<file path="src/rtl/owtr_pkg.sv">
`default_nettype none

package owtr_pkg;

    typedef enum logic [3:0] {
        PH_IDLE      = 4'd0,
        PH_RST_LOW   = 4'd1,
        PH_RST_WAIT  = 4'd2,
        PH_RST_REC   = 4'd3,
        PH_WR_LOW    = 4'd4,
        PH_WR_DATA   = 4'd5,
        PH_CONVERT   = 4'd6,
        PH_RD_LOW    = 4'd7,
        PH_RD_SAMPLE = 4'd8,
        PH_RD_REST   = 4'd9
    } t_phase;

    localparam int WAIT_W = 20;
    localparam int CFG_IDX_W = 3;
    localparam int CFG_DATA_W = 20;

    localparam logic [CFG_IDX_W-1:0] CFG_RESET_LOW     = 3'd0;
    localparam logic [CFG_IDX_W-1:0] CFG_PRESENCE_WAIT = 3'd1;
    localparam logic [CFG_IDX_W-1:0] CFG_RESET_RECOVER = 3'd2;
    localparam logic [CFG_IDX_W-1:0] CFG_WRITE_LOW     = 3'd3;
    localparam logic [CFG_IDX_W-1:0] CFG_READ_LOW      = 3'd4;
    localparam logic [CFG_IDX_W-1:0] CFG_SLOT          = 3'd5;
    localparam logic [CFG_IDX_W-1:0] CFG_CONVERT_WAIT  = 3'd6;

    // command sequence positions
    localparam logic [2:0] CMD_SKIP_1   = 3'd0;
    localparam logic [2:0] CMD_CONVERT  = 3'd1;
    localparam logic [2:0] CMD_SKIP_2   = 3'd2;
    localparam logic [2:0] CMD_READ_SP  = 3'd3;
    localparam logic [2:0] CMD_RD_LSB   = 3'd4;
    localparam logic [2:0] CMD_RD_MSB   = 3'd5;

    localparam logic [7:0] OP_SKIP_ROM = 8'hCC;
    localparam logic [7:0] OP_CONVERT  = 8'h44;
    localparam logic [7:0] OP_READ_SP  = 8'hBE;

    typedef struct packed {
        logic [9:0]  reset_low_us;
        logic [7:0]  presence_wait_us;
        logic [9:0]  reset_recover_us;
        logic [3:0]  write_low_us;
        logic [3:0]  read_low_us;
        logic [6:0]  slot_us;
        logic [19:0] convert_wait_us;
    } t_cfg;

    typedef struct packed {
        t_phase              phase;
        logic [WAIT_W-1:0]   wait_count;
        logic [2:0]          bit_index;
        logic [2:0]          command_index;
        logic [7:0]          shift_byte;
        logic [7:0]          low_byte;
        logic                presence_flag;
        logic signed [15:0]  temperature_value;
    } t_state;

    function automatic logic [7:0] cmd_byte(input logic [1:0] idx);
        logic [7:0] b;
        case (idx)
            2'd0:    b = OP_SKIP_ROM;
            2'd1:    b = OP_CONVERT;
            2'd2:    b = OP_SKIP_ROM;
            default: b = OP_READ_SP;
        endcase
        return b;
    endfunction

endpackage

`default_nettype wire

</file>
<file path="src/rtl/owtr_step.sv">
`default_nettype none

module owtr_step
    import owtr_pkg::*;
(
    input  wire t_state i_state,
    input  wire t_cfg   i_cfg,
    input  wire         i_start_req,
    input  wire         i_tick_us,
    input  wire         i_line_level,
    output t_state      o_state,
    output logic        o_pull_low,
    output logic        o_done
);

    logic [WAIT_W-1:0] target;
    logic              timer_hit;
    logic [WAIT_W-1:0] wc_timed;
    logic [7:0]        cur_byte;

    always_comb begin
        case (i_state.phase)
            PH_RST_LOW:  target = WAIT_W'(i_cfg.reset_low_us);
            PH_RST_WAIT: target = WAIT_W'(i_cfg.presence_wait_us);
            PH_RST_REC:  target = WAIT_W'(i_cfg.reset_recover_us);
            PH_WR_LOW:   target = WAIT_W'(i_cfg.write_low_us);
            PH_WR_DATA:  target = WAIT_W'(i_cfg.slot_us);
            PH_CONVERT:  target = i_cfg.convert_wait_us;
            PH_RD_LOW:   target = WAIT_W'(i_cfg.read_low_us);
            PH_RD_REST:  target = WAIT_W'(i_cfg.slot_us);
            default:     target = '0;
        endcase
    end

    assign timer_hit = (i_state.wait_count >= target);
    assign wc_timed  = timer_hit ? '0 :
                       (i_tick_us ? i_state.wait_count + WAIT_W'(1) : i_state.wait_count);

    always_comb begin
        o_state = i_state;
        o_done  = 1'b0;
        case (i_state.phase)
            PH_IDLE: begin
                if (i_start_req) begin
                    o_state.phase         = PH_RST_LOW;
                    o_state.wait_count    = '0;
                    o_state.command_index = CMD_SKIP_1;
                    o_state.bit_index     = '0;
                end
            end
            PH_RST_LOW: begin
                o_state.wait_count = wc_timed;
                if (timer_hit) o_state.phase = PH_RST_WAIT;
            end
            PH_RST_WAIT: begin
                o_state.wait_count = wc_timed;
                if (timer_hit) begin
                    o_state.presence_flag = ~i_line_level;
                    o_state.phase         = PH_RST_REC;
                end
            end
            PH_RST_REC: begin
                o_state.wait_count = wc_timed;
                if (timer_hit) begin
                    o_state.bit_index = '0;
                    o_state.phase     = PH_WR_LOW;
                end
            end
            PH_WR_LOW: begin
                o_state.wait_count = wc_timed;
                if (timer_hit) o_state.phase = PH_WR_DATA;
            end
            PH_WR_DATA: begin
                o_state.wait_count = wc_timed;
                if (timer_hit) begin
                    if (i_state.bit_index != 3'd7) begin
                        o_state.bit_index = i_state.bit_index + 3'd1;
                        o_state.phase     = PH_WR_LOW;
                    end else begin
                        o_state.bit_index = '0;
                        if (i_state.command_index == CMD_SKIP_1 ||
                            i_state.command_index == CMD_SKIP_2) begin
                            o_state.command_index = i_state.command_index + 3'd1;
                            o_state.phase         = PH_WR_LOW;
                        end else if (i_state.command_index == CMD_CONVERT) begin
                            o_state.command_index = CMD_SKIP_2;
                            o_state.phase         = PH_CONVERT;
                        end else begin
                            o_state.command_index = CMD_RD_LSB;
                            o_state.shift_byte    = '0;
                            o_state.phase         = PH_RD_LOW;
                        end
                    end
                end
            end
            PH_CONVERT: begin
                o_state.wait_count = wc_timed;
                if (timer_hit) o_state.phase = PH_RST_LOW;
            end
            PH_RD_LOW: begin
                o_state.wait_count = wc_timed;
                if (timer_hit) o_state.phase = PH_RD_SAMPLE;
            end
            PH_RD_SAMPLE: begin
                o_state.shift_byte = {i_line_level, i_state.shift_byte[7:1]};
                o_state.wait_count = '0;
                o_state.phase      = PH_RD_REST;
            end
            PH_RD_REST: begin
                o_state.wait_count = wc_timed;
                if (timer_hit) begin
                    if (i_state.bit_index != 3'd7) begin
                        o_state.bit_index = i_state.bit_index + 3'd1;
                        o_state.phase     = PH_RD_LOW;
                    end else begin
                        o_state.bit_index = '0;
                        if (i_state.command_index == CMD_RD_LSB) begin
                            o_state.low_byte      = i_state.shift_byte;
                            o_state.shift_byte    = '0;
                            o_state.command_index = CMD_RD_MSB;
                            o_state.phase         = PH_RD_LOW;
                        end else begin
                            o_state.temperature_value =
                                {i_state.shift_byte, i_state.low_byte};
                            o_state.command_index = CMD_SKIP_1;
                            o_state.phase         = PH_IDLE;
                            o_done                = 1'b1;
                        end
                    end
                end
            end
            default: begin
                o_state.phase         = PH_IDLE;
                o_state.wait_count    = '0;
                o_state.bit_index     = '0;
                o_state.command_index = CMD_SKIP_1;
            end
        endcase
    end

    // a one bit is sent by releasing the line for the data part of the slot
    assign cur_byte = cmd_byte(o_state.command_index[1:0]);

    always_comb begin
        case (o_state.phase)
            PH_RST_LOW, PH_WR_LOW, PH_RD_LOW: o_pull_low = 1'b1;
            PH_WR_DATA: o_pull_low = ~cur_byte[o_state.bit_index];
            default:    o_pull_low = 1'b0;
        endcase
    end

endmodule

`default_nettype wire

</file>
<file path="src/rtl/one_wire_temperature_reader.sv">
// Latency: a result appears on the master side in the cycle after its input transfer.
// Throughput: one input transfer per cycle; the bus controller advances one step per
// transfer, and the output register accepts while empty or while its result is taken.
// Reset: synchronous, active low; controller idle, its counters and results zero,
// timing registers back to their default microsecond values; payload not reset.
`default_nettype none

module one_wire_temperature_reader
    import owtr_pkg::*;
(
    input  wire                   i_clk,
    input  wire                   i_rst_n,
    input  wire                   s_axis_tvalid,
    output logic                  s_axis_tready,
    input  wire  [7:0]            s_axis_tdata,  // [0] start_req, [1] tick_us, [2] line_level
    output logic                  m_axis_tvalid,
    input  wire                   m_axis_tready,
    output logic [23:0]           m_axis_tdata,  // [0] pull_low, [1] busy_res, [2] done_res,
                                                 // [3] presence, [19:4] temperature
    input  wire                   i_cfg_wr_en,
    input  wire  [CFG_IDX_W-1:0]  i_cfg_index,
    input  wire  [CFG_DATA_W-1:0] i_cfg_data
);

    t_cfg   r_cfg;
    t_state r_state;
    t_state n_state;
    logic   n_pull;
    logic   n_done;
    logic   accept;

    logic               r_out_valid;
    logic               r_pull;
    logic               r_busy;
    logic               r_done;
    logic               r_presence;
    logic signed [15:0] r_temperature;

    owtr_step u_step (
        .i_state      (r_state),
        .i_cfg        (r_cfg),
        .i_start_req  (s_axis_tdata[0]),
        .i_tick_us    (s_axis_tdata[1]),
        .i_line_level (s_axis_tdata[2]),
        .o_state      (n_state),
        .o_pull_low   (n_pull),
        .o_done       (n_done)
    );

    assign s_axis_tready = !r_out_valid || m_axis_tready;
    assign accept        = s_axis_tvalid && s_axis_tready;

    always_ff @(posedge i_clk) begin
        if (!i_rst_n) begin
            r_cfg.reset_low_us     <= 10'd480;
            r_cfg.presence_wait_us <= 8'd80;
            r_cfg.reset_recover_us <= 10'd400;
            r_cfg.write_low_us     <= 4'd1;
            r_cfg.read_low_us      <= 4'd2;
            r_cfg.slot_us          <= 7'd60;
            r_cfg.convert_wait_us  <= 20'd750000;
        end else if (i_cfg_wr_en) begin
            case (i_cfg_index)
                CFG_RESET_LOW:     r_cfg.reset_low_us     <= i_cfg_data[9:0];
                CFG_PRESENCE_WAIT: r_cfg.presence_wait_us <= i_cfg_data[7:0];
                CFG_RESET_RECOVER: r_cfg.reset_recover_us <= i_cfg_data[9:0];
                CFG_WRITE_LOW:     r_cfg.write_low_us     <= i_cfg_data[3:0];
                CFG_READ_LOW:      r_cfg.read_low_us      <= i_cfg_data[3:0];
                CFG_SLOT:          r_cfg.slot_us          <= i_cfg_data[6:0];
                CFG_CONVERT_WAIT:  r_cfg.convert_wait_us  <= i_cfg_data[19:0];
                default: ;
            endcase
        end
    end

    always_ff @(posedge i_clk) begin
        if (!i_rst_n) begin
            r_state.phase             <= PH_IDLE;
            r_state.wait_count        <= '0;
            r_state.bit_index         <= '0;
            r_state.command_index     <= CMD_SKIP_1;
            r_state.shift_byte        <= '0;
            r_state.low_byte          <= '0;
            r_state.presence_flag     <= 1'b0;
            r_state.temperature_value <= '0;
            r_out_valid               <= 1'b0;
        end else begin
            if (accept) begin
                r_state     <= n_state;
                r_out_valid <= 1'b1;
            end else if (m_axis_tready) begin
                r_out_valid <= 1'b0;
            end
        end
    end

    // result payload, loaded on every input transfer
    always_ff @(posedge i_clk) begin
        if (accept) begin
            r_pull        <= n_pull;
            r_busy        <= (n_state.phase != PH_IDLE);
            r_done        <= n_done;
            r_presence    <= n_state.presence_flag;
            r_temperature <= n_state.temperature_value;
        end
    end

    assign m_axis_tvalid = r_out_valid;
    assign m_axis_tdata  = {4'd0, r_temperature, r_presence, r_done, r_busy, r_pull};

endmodule

`default_nettype wire
</file>
<file path="config.mk">
export PLATFORM = sky130hd
export DESIGN_NAME = one_wire_temperature_reader
export DESIGN_NICKNAME = d
export VERILOG_FILES = /design/src/rtl/owtr_pkg.sv /design/src/rtl/owtr_step.sv /design/src/rtl/one_wire_temperature_reader.sv
export SDC_FILE = /design/constraint.sdc
export NUM_CORES = 1
export LEC_CHECK = 0
export BUFFER_PORTS_ARGS = -buffer_cell sky130_fd_sc_hd__buf_2
export CAP_MARGIN = 20
export CORE_MARGIN = 2
export CORE_UTILIZATION = 45
export DETAILED_ROUTE_END_ITERATION = 10
export SETUP_SLACK_MARGIN = 0.05
export SKIP_CTS_REPAIR_TIMING = 1
export SYNTH_ARGS = -nofsm -noshare
export SYNTH_HDL_FRONTEND = slang
export SYNTH_SLANG_ARGS = --single-unit
</file>
<file path="constraint.sdc">
create_clock -name i_clk -period 4.8 [get_ports i_clk]
set_clock_uncertainty 0.1 [all_clocks]
set_input_delay 0.96 -clock i_clk [delete_from_list [all_inputs] [get_ports i_clk]]
set_output_delay 0.96 -clock i_clk [all_outputs]
set_load 0.005 [all_outputs]
</file>
# Yosys cells after proc, flatten, opt, wreduce, memory -nomap -nowiden
# Cells that the tools add are included.
# Widths: inputs -> output; s select.
# word_totals
reg_bits	147
input_bits	36
out_inout_bits	26
word_cells	140
# op_classes
add_sub_neg	3
order_cmp	2
eq_ne	33
mux	46
n_bitwise	6
reduce_logical	28
# ops
op	n
$pmux 24 s10	1
$pmux 20 s7	1
$mux 16	5
$mux 20	2
$mux 4	10
$mux 30	1
$eq 4x3->1 const B	7
$pmux 8 s3	1
$mux 22	1
$mux 3	7
$add 20x1->20 const B	1
$ge 20x20->1	1
$mux 19	1
$mux 8	2
$pmux 8 s2	1
$reduce_and 2->1	8
$pmux 3 s5	1
$mux 14	1
$eq 3x3->1 const B	4
$pmux 3 s4	1
$mux 11	1
$ne 2x2->1 const B	5
$eq 3x2->1 const B	3
$reduce_and 9->1	1
other kinds (29)	51

# Depth between registers and ports, before layout
# logic_depth
ltp_word	13
mapped_depth	19

# Hierarchy
# A second synthesis with hierarchy kept.
# unflattened
cells_unflattened	923
area_unflattened_um2	7956.4
# by_module_without_submodules
module	n_inst	cells_per_inst	area_each_um2
one_wire_temperature_reader	1	553	5434.0
owtr_step	1	370	2522.4

# Worst setup path after synthesis
# Ideal clock, no wire load.
# synth_timing
path_kind	register to register
from	register r_state[61] in the netlist's numbering
to	register r_pull, data pin
setup_ns	0.257
arrival_time_ns	3.593
t_required_ns	4.443
setup_slack_ns	0.850
path_stages_with_launch	17
n_path_buf	3
path_cell_list	dfxtp_1 clkbuf_1 nor2b_1 nand2_1 nor2_1 clkbuf_1 nand2_1 ha_1 nand4_2 nor4_1 a32oi_1 nand3_1 buf_2 a21oi_1 o32ai_1 a311oi_1 o2bb2ai_1
# synth_via
elab_chain_len	13
elab_cells_between_ends	44
classes_between	1 x order compare; 15 x eq/ne; 20 x mux; 1 x bitwise; 7 x reduce/logical
# synth_lines
element	line_no	text
start: declaration	one_wire_temperature_reader.sv:26	t_state r_state;
start signal: assignment	one_wire_temperature_reader.sv:89	r_state <= n_state;
$eq 4x3->1 / $eq 4x4->1 (equally long branches)	owtr_step.sv:22, owtr_step.sv:42	
$reduce_or 2->1 (no line)	--	
$pmux 20 s7	owtr_step.sv:22	case (i_state.phase)
$ge 20x20->1	owtr_step.sv:35	assign timer_hit = (i_state.wait_count >= target);
$mux 22 / $mux 14 (equally long branches)	owtr_step.sv:111, owtr_step.sv:75	
$pmux 3 s4	owtr_step.sv:42	case (i_state.phase)
$eq 2x2->1 / $logic_not 2->1 (equally long branches)	owtr_pkg.sv:65	case (idx)
$reduce_or 2->1 (no line)	--	
$pmux 8 s2	owtr_pkg.sv:65	
$bmux 1 s3	owtr_step.sv:147	PH_WR_DATA: o_pull_low = ~cur_byte[o_state.bit_index];
$mux 1 (not written as such)	owtr_step.sv:147	
$not 1->1	owtr_step.sv:147	
$pmux 1 s2 (*)	owtr_step.sv:145	case (o_state.phase)
via n_pull	one_wire_temperature_reader.sv:28	logic n_pull;
end signal: assignment	one_wire_temperature_reader.sv:100	r_pull <= n_pull;
end: declaration	one_wire_temperature_reader.sv:33	logic r_pull;
# Mark *: on every way through the listed nets, which the timed path passes. The rest lies on a longest branch. The select of a mux whose other input is x is not followed.
# A chain may end at the register's enable or synchronous reset.

# Final worst setup path
# Ends and elaborated chain as after synthesis.

==> impl_metrics.sql <==
INSERT INTO impl_metrics (metric_group, metric, value, unit) VALUES
('status', 'outcome', 'finished, final reports clean', ''),
('synthesis', 'synth_compound_gate_area_share', '14.1', '%'),
('layout', 'share_of_final_layout_standard_cells_stronger_than_drive_strength_1', '13.6', '%'),
('pwr', 'power.leakage', '0.00338', 'uW'),
('pwr', 'sw_frac_of_total', '24.8', '%'),
('sta', 'achievable-frequency', '231', 'MHz'),
('pwr', 'share_clk_of_total_power', '44.5', '%'),
('sta', 'slew_viol_final', '0', ''),
('synthesis', 'synth_area_per_cell', '8.61', 'um2'),
('critical_path', 'critical_path.max_fanout', '17', ''),
('sta', 'holdWs', '362', 'ps'),
('critical_path', 'required', '4870', 'ps'),
('floorplanning', 'initial_standard_cell_utilization_of_the_core', '45.7', '%'),
('synthesis', 'synthesis.area', '0.00718', 'mm2'),
('floorplanning', 'chipWidth', '130', 'um'),
('clock_network', 'clkSinkCount', '147', ''),
('synthesis', 'synthMuxAreaShare', '6.27', '%'),
('pwr', 'sequentialPowerShare', '43.4', '%'),
('clock_network', 'h-tree-depth', '4', ''),
('placed_design', 'gp_congestion', '0.853', ''),
('critical_path', 'crit_type', 'flop to flop', ''),
('critical_path', 'timing.critical_path.buf_inv', '2', ''),
('synthesis', 'ys_dominant_reg_cell', 'dfxtp_1', ''),
('clock_network', 'cts_tree', 'done', ''),
('clock_network', 'cts_buffer_depth', '2', ''),
('job', 'maxCapViolCount', '0', ''),
('routing', 'detail_route.iter0.violations', '307', ''),
('clock_network', 'clk_latency', '420', 'ps'),
('sta', 'hold_viol_final', '0', ''),
('critical_path', 'timing.critical_path.from_type', 'flop', ''),
('synthesis', 'ys_types', '60', ''),
('synthesis', 'async_reset_ff_share', '0', '%'),
('synthesis', 'yosys.area_share.adder', '4.70', '%'),
('placed_design', 'detailedPlacementHpwl', '11.6', 'mm'),
('synthesis', 'synth_top_family_by_area', 'simple AND/OR/NAND/NOR gates', ''),
('layout', 'syn2layout_area_growth', '15.2', '%'),
('critical_path', 'cp_top_family', 'compound AO/OA/AOI/OAI gates', ''),
('critical_path', 'critPathCaptureType', 'flop', ''),
('grt', 'grt_pass1_wl', '27.3', 'mm'),
('grt', 'via_count_of_the_first_global_routing_pass', '5535', ''),
('synthesis', 'postSynthCellCount', '834', ''),
('clock_network', 'numCtsBuffers', '17', ''),
('synthesis', 'post_synth_xor_area_fraction', '1.71', '%'),
('sta', 'slew_headroom', '39.7', '%'),
('critical_path', 'critical_path.startpoint', 'r_state[61]', ''),
('sta', 'max_slew.worst_pin.slew', '898', 'ps'),
('floorplanning', 'fp.coreArea', '0.0157', 'mm2'),
('worst_hold_path', 'holdCritStartpoint', 'r_cfg[7]', ''),
('routing', 'drt-pass1-iter-count', '5', ''),
('synthesis', 'synth_warnings', '0', ''),
('clock_network', 'cts_root_buffer', 'clkbuf_16', ''),
('synthesis', 'synth_enable_flop_cells', '20', ''),
('synthesis', 'synth_simple_gate_area_share', '25.5', '%'),
('placed_design', 'place.port_buffers', '52', ''),
('sta', 'timing.setup.tns', '0', 'ps'),
('layout', 'num_antenna_cells', '0', ''),
('routing', 'post_drt_via_cell_ratio', '5.31', ''),
('critical_path', 'timing.critical_path.slowest_stage_cell', 'dfxtp_1', ''),
('grt', 'initial_antenna_violation_count', '0', ''),
('worst_hold_path', 'hp-class', 'flop to flop', ''),
('grt', 'track_usage', '20.2', '%'),
('pwr', 'power.density_cell_area', '368', 'mW/mm2'),
('critical_path', 'worst_reg2reg_startpoint', 'r_state[61]', ''),
('routing', 'route.detailed.drc', '0', ''),
('sta', 'timing.final.crit_period', '4320', 'ps'),
('grt', 'globalRouteOverflowTotal', '0', ''),
('layout', 'number_of_nets_in_the_layout', '946', ''),
('pwr', 'cellInternalPower', '2290', 'uW'),
('pwr', 'max-vdd-ir-drop', '0.238', 'mV'),
('pwr', 'comb_power_share', '12.1', '%'),
('pwr', 'switching_power', '756', 'uW');
## sequential cells by signal, indices dropped and copies added, names as in the netlist
name           count
r_state           63
r_presence         1
r_busy             1
r_temperature     16
r_pull             1
m_axis_tvalid      1
r_cfg             63
r_done             1
## tightest hold or removal path: cells and delay by family, from the launching register on
kind             cells  cell delay [ps]
flip-flops           1              320
AND/OR/NAND/NOR      2              110
## routing by layer
metal	track usage (%)	routed length, um
met1	27.4	7960
met4	5.63	155
met5	0	0
met2	32.2	7650
met3	4.76	609
## cells in the mapped netlist, drive strengths merged (6+ instances only)
library cell / instances / area (um2)
mux2: 16 / 180
nor3: 12 / 65.1
a21boi: 38 / 285
and3: 13 / 81.3
dfxtp: 127 / 2540
a222oi: 6 / 60.1
ha: 27 / 338
o21ai: 27 / 139
a21oi: 30 / 150
nand3: 39 / 200
clkbuf: 33 / 124
nand2b: 8 / 50.1
nand4: 7 / 50.1
inv: 15 / 56.3
xor2: 10 / 87.6
nor3b: 19 / 143
nand2: 166 / 623
nor2: 86 / 323
mux2i: 27 / 270
a221oi: 7 / 61.3
a32oi: 7 / 61.3
edfxtp: 20 / 601
buf: 14 / 96.3
nor2b: 30 / 188
## layout make-up
type                    instances  area [um2]  share of cell area [%]
flip-flops and latches        147        3140                    38.0
repair buffers                 74         423                    5.11
well taps                     216         270                    3.27
clock inverters                12         153                    1.84
multi-input cells             628        3770                    45.6
clock buffers                  20         457                    5.52
inverters                      15        56.3                   0.680
## power groups by stage
stage               sequential, uW  combinational, uW  clock (uW)
floorplan                     1340                254           0
global placement              1350                356           0
detailed placement            1350                364           0
CTS                           1320                366        1380
global route                  1330                413        1430
finish                        1320                367        1360
## kinds of logic (layout without fill, tap and decap cells)
group,after synthesis,after routing
AND/OR/NAND/NOR,394,394
flip-flops,147,147
AO/OA/AOI/OAI,146,146
buffers and inverters,62,121
multiplexers,43,43
adder cells (fa/ha/maj),27,27
XOR/XNOR,14,14
other,1,4
## layout by cell type (no fill, tap or decap), types with 7 or more instances in the layout
| master | instances |
|---|---|
| and3_1 | 13 |
| nand2_1 | 166 |
| nand3_1 | 38 |
| buf_4 | 21 |
| mux2i_1 | 27 |
| edfxtp_1 | 20 |
| clkbuf_16 | 17 |
| ha_1 | 27 |
| a21boi_0 | 37 |
| dfxtp_1 | 127 |
| a221oi_1 | 7 |
| a32oi_1 | 7 |
| o21ai_0 | 18 |
| a21oi_1 | 30 |
| nor3_1 | 11 |
| nor3b_1 | 19 |
| mux2_2 | 10 |
| buf_2 | 52 |
| nor2_1 | 86 |
| xor2_1 | 10 |
| o21ai_1 | 8 |
| nor2b_1 | 30 |
| inv_1 | 13 |
| nand2b_1 | 8 |
## stage by stage
| step | total power [uW] | util, % | area [um2] | setup WS (ps) | instances |
|---|---|---|---|---|---|
| floorplan | 1600 | - | 7190 | 850 | 837 |
| global placement | 1700 | 48.7 | 7660 | 541 | 1079 |
| detailed placement | 1710 | 48.7 | 7660 | 501 | 1079 |
| CTS | 3070 | 52.6 | 8270 | 476 | 1111 |
| global route | 3170 | 52.7 | 8270 | 84.0 | 1112 |
| finish | 3050 | 52.7 | 8270 | 477 | 1112 |
## final timing paths
path / endpoint / slack, ps / cells after the start
worst max register to register: r_pull / 480 / 18
worst min register to register: r_cfg[7] / 360 / 2
worst max-delay path: r_pull / 480 / 18
worst min-delay path: r_cfg[7] / 360 / 2
(Power assumes the default switching activity.)
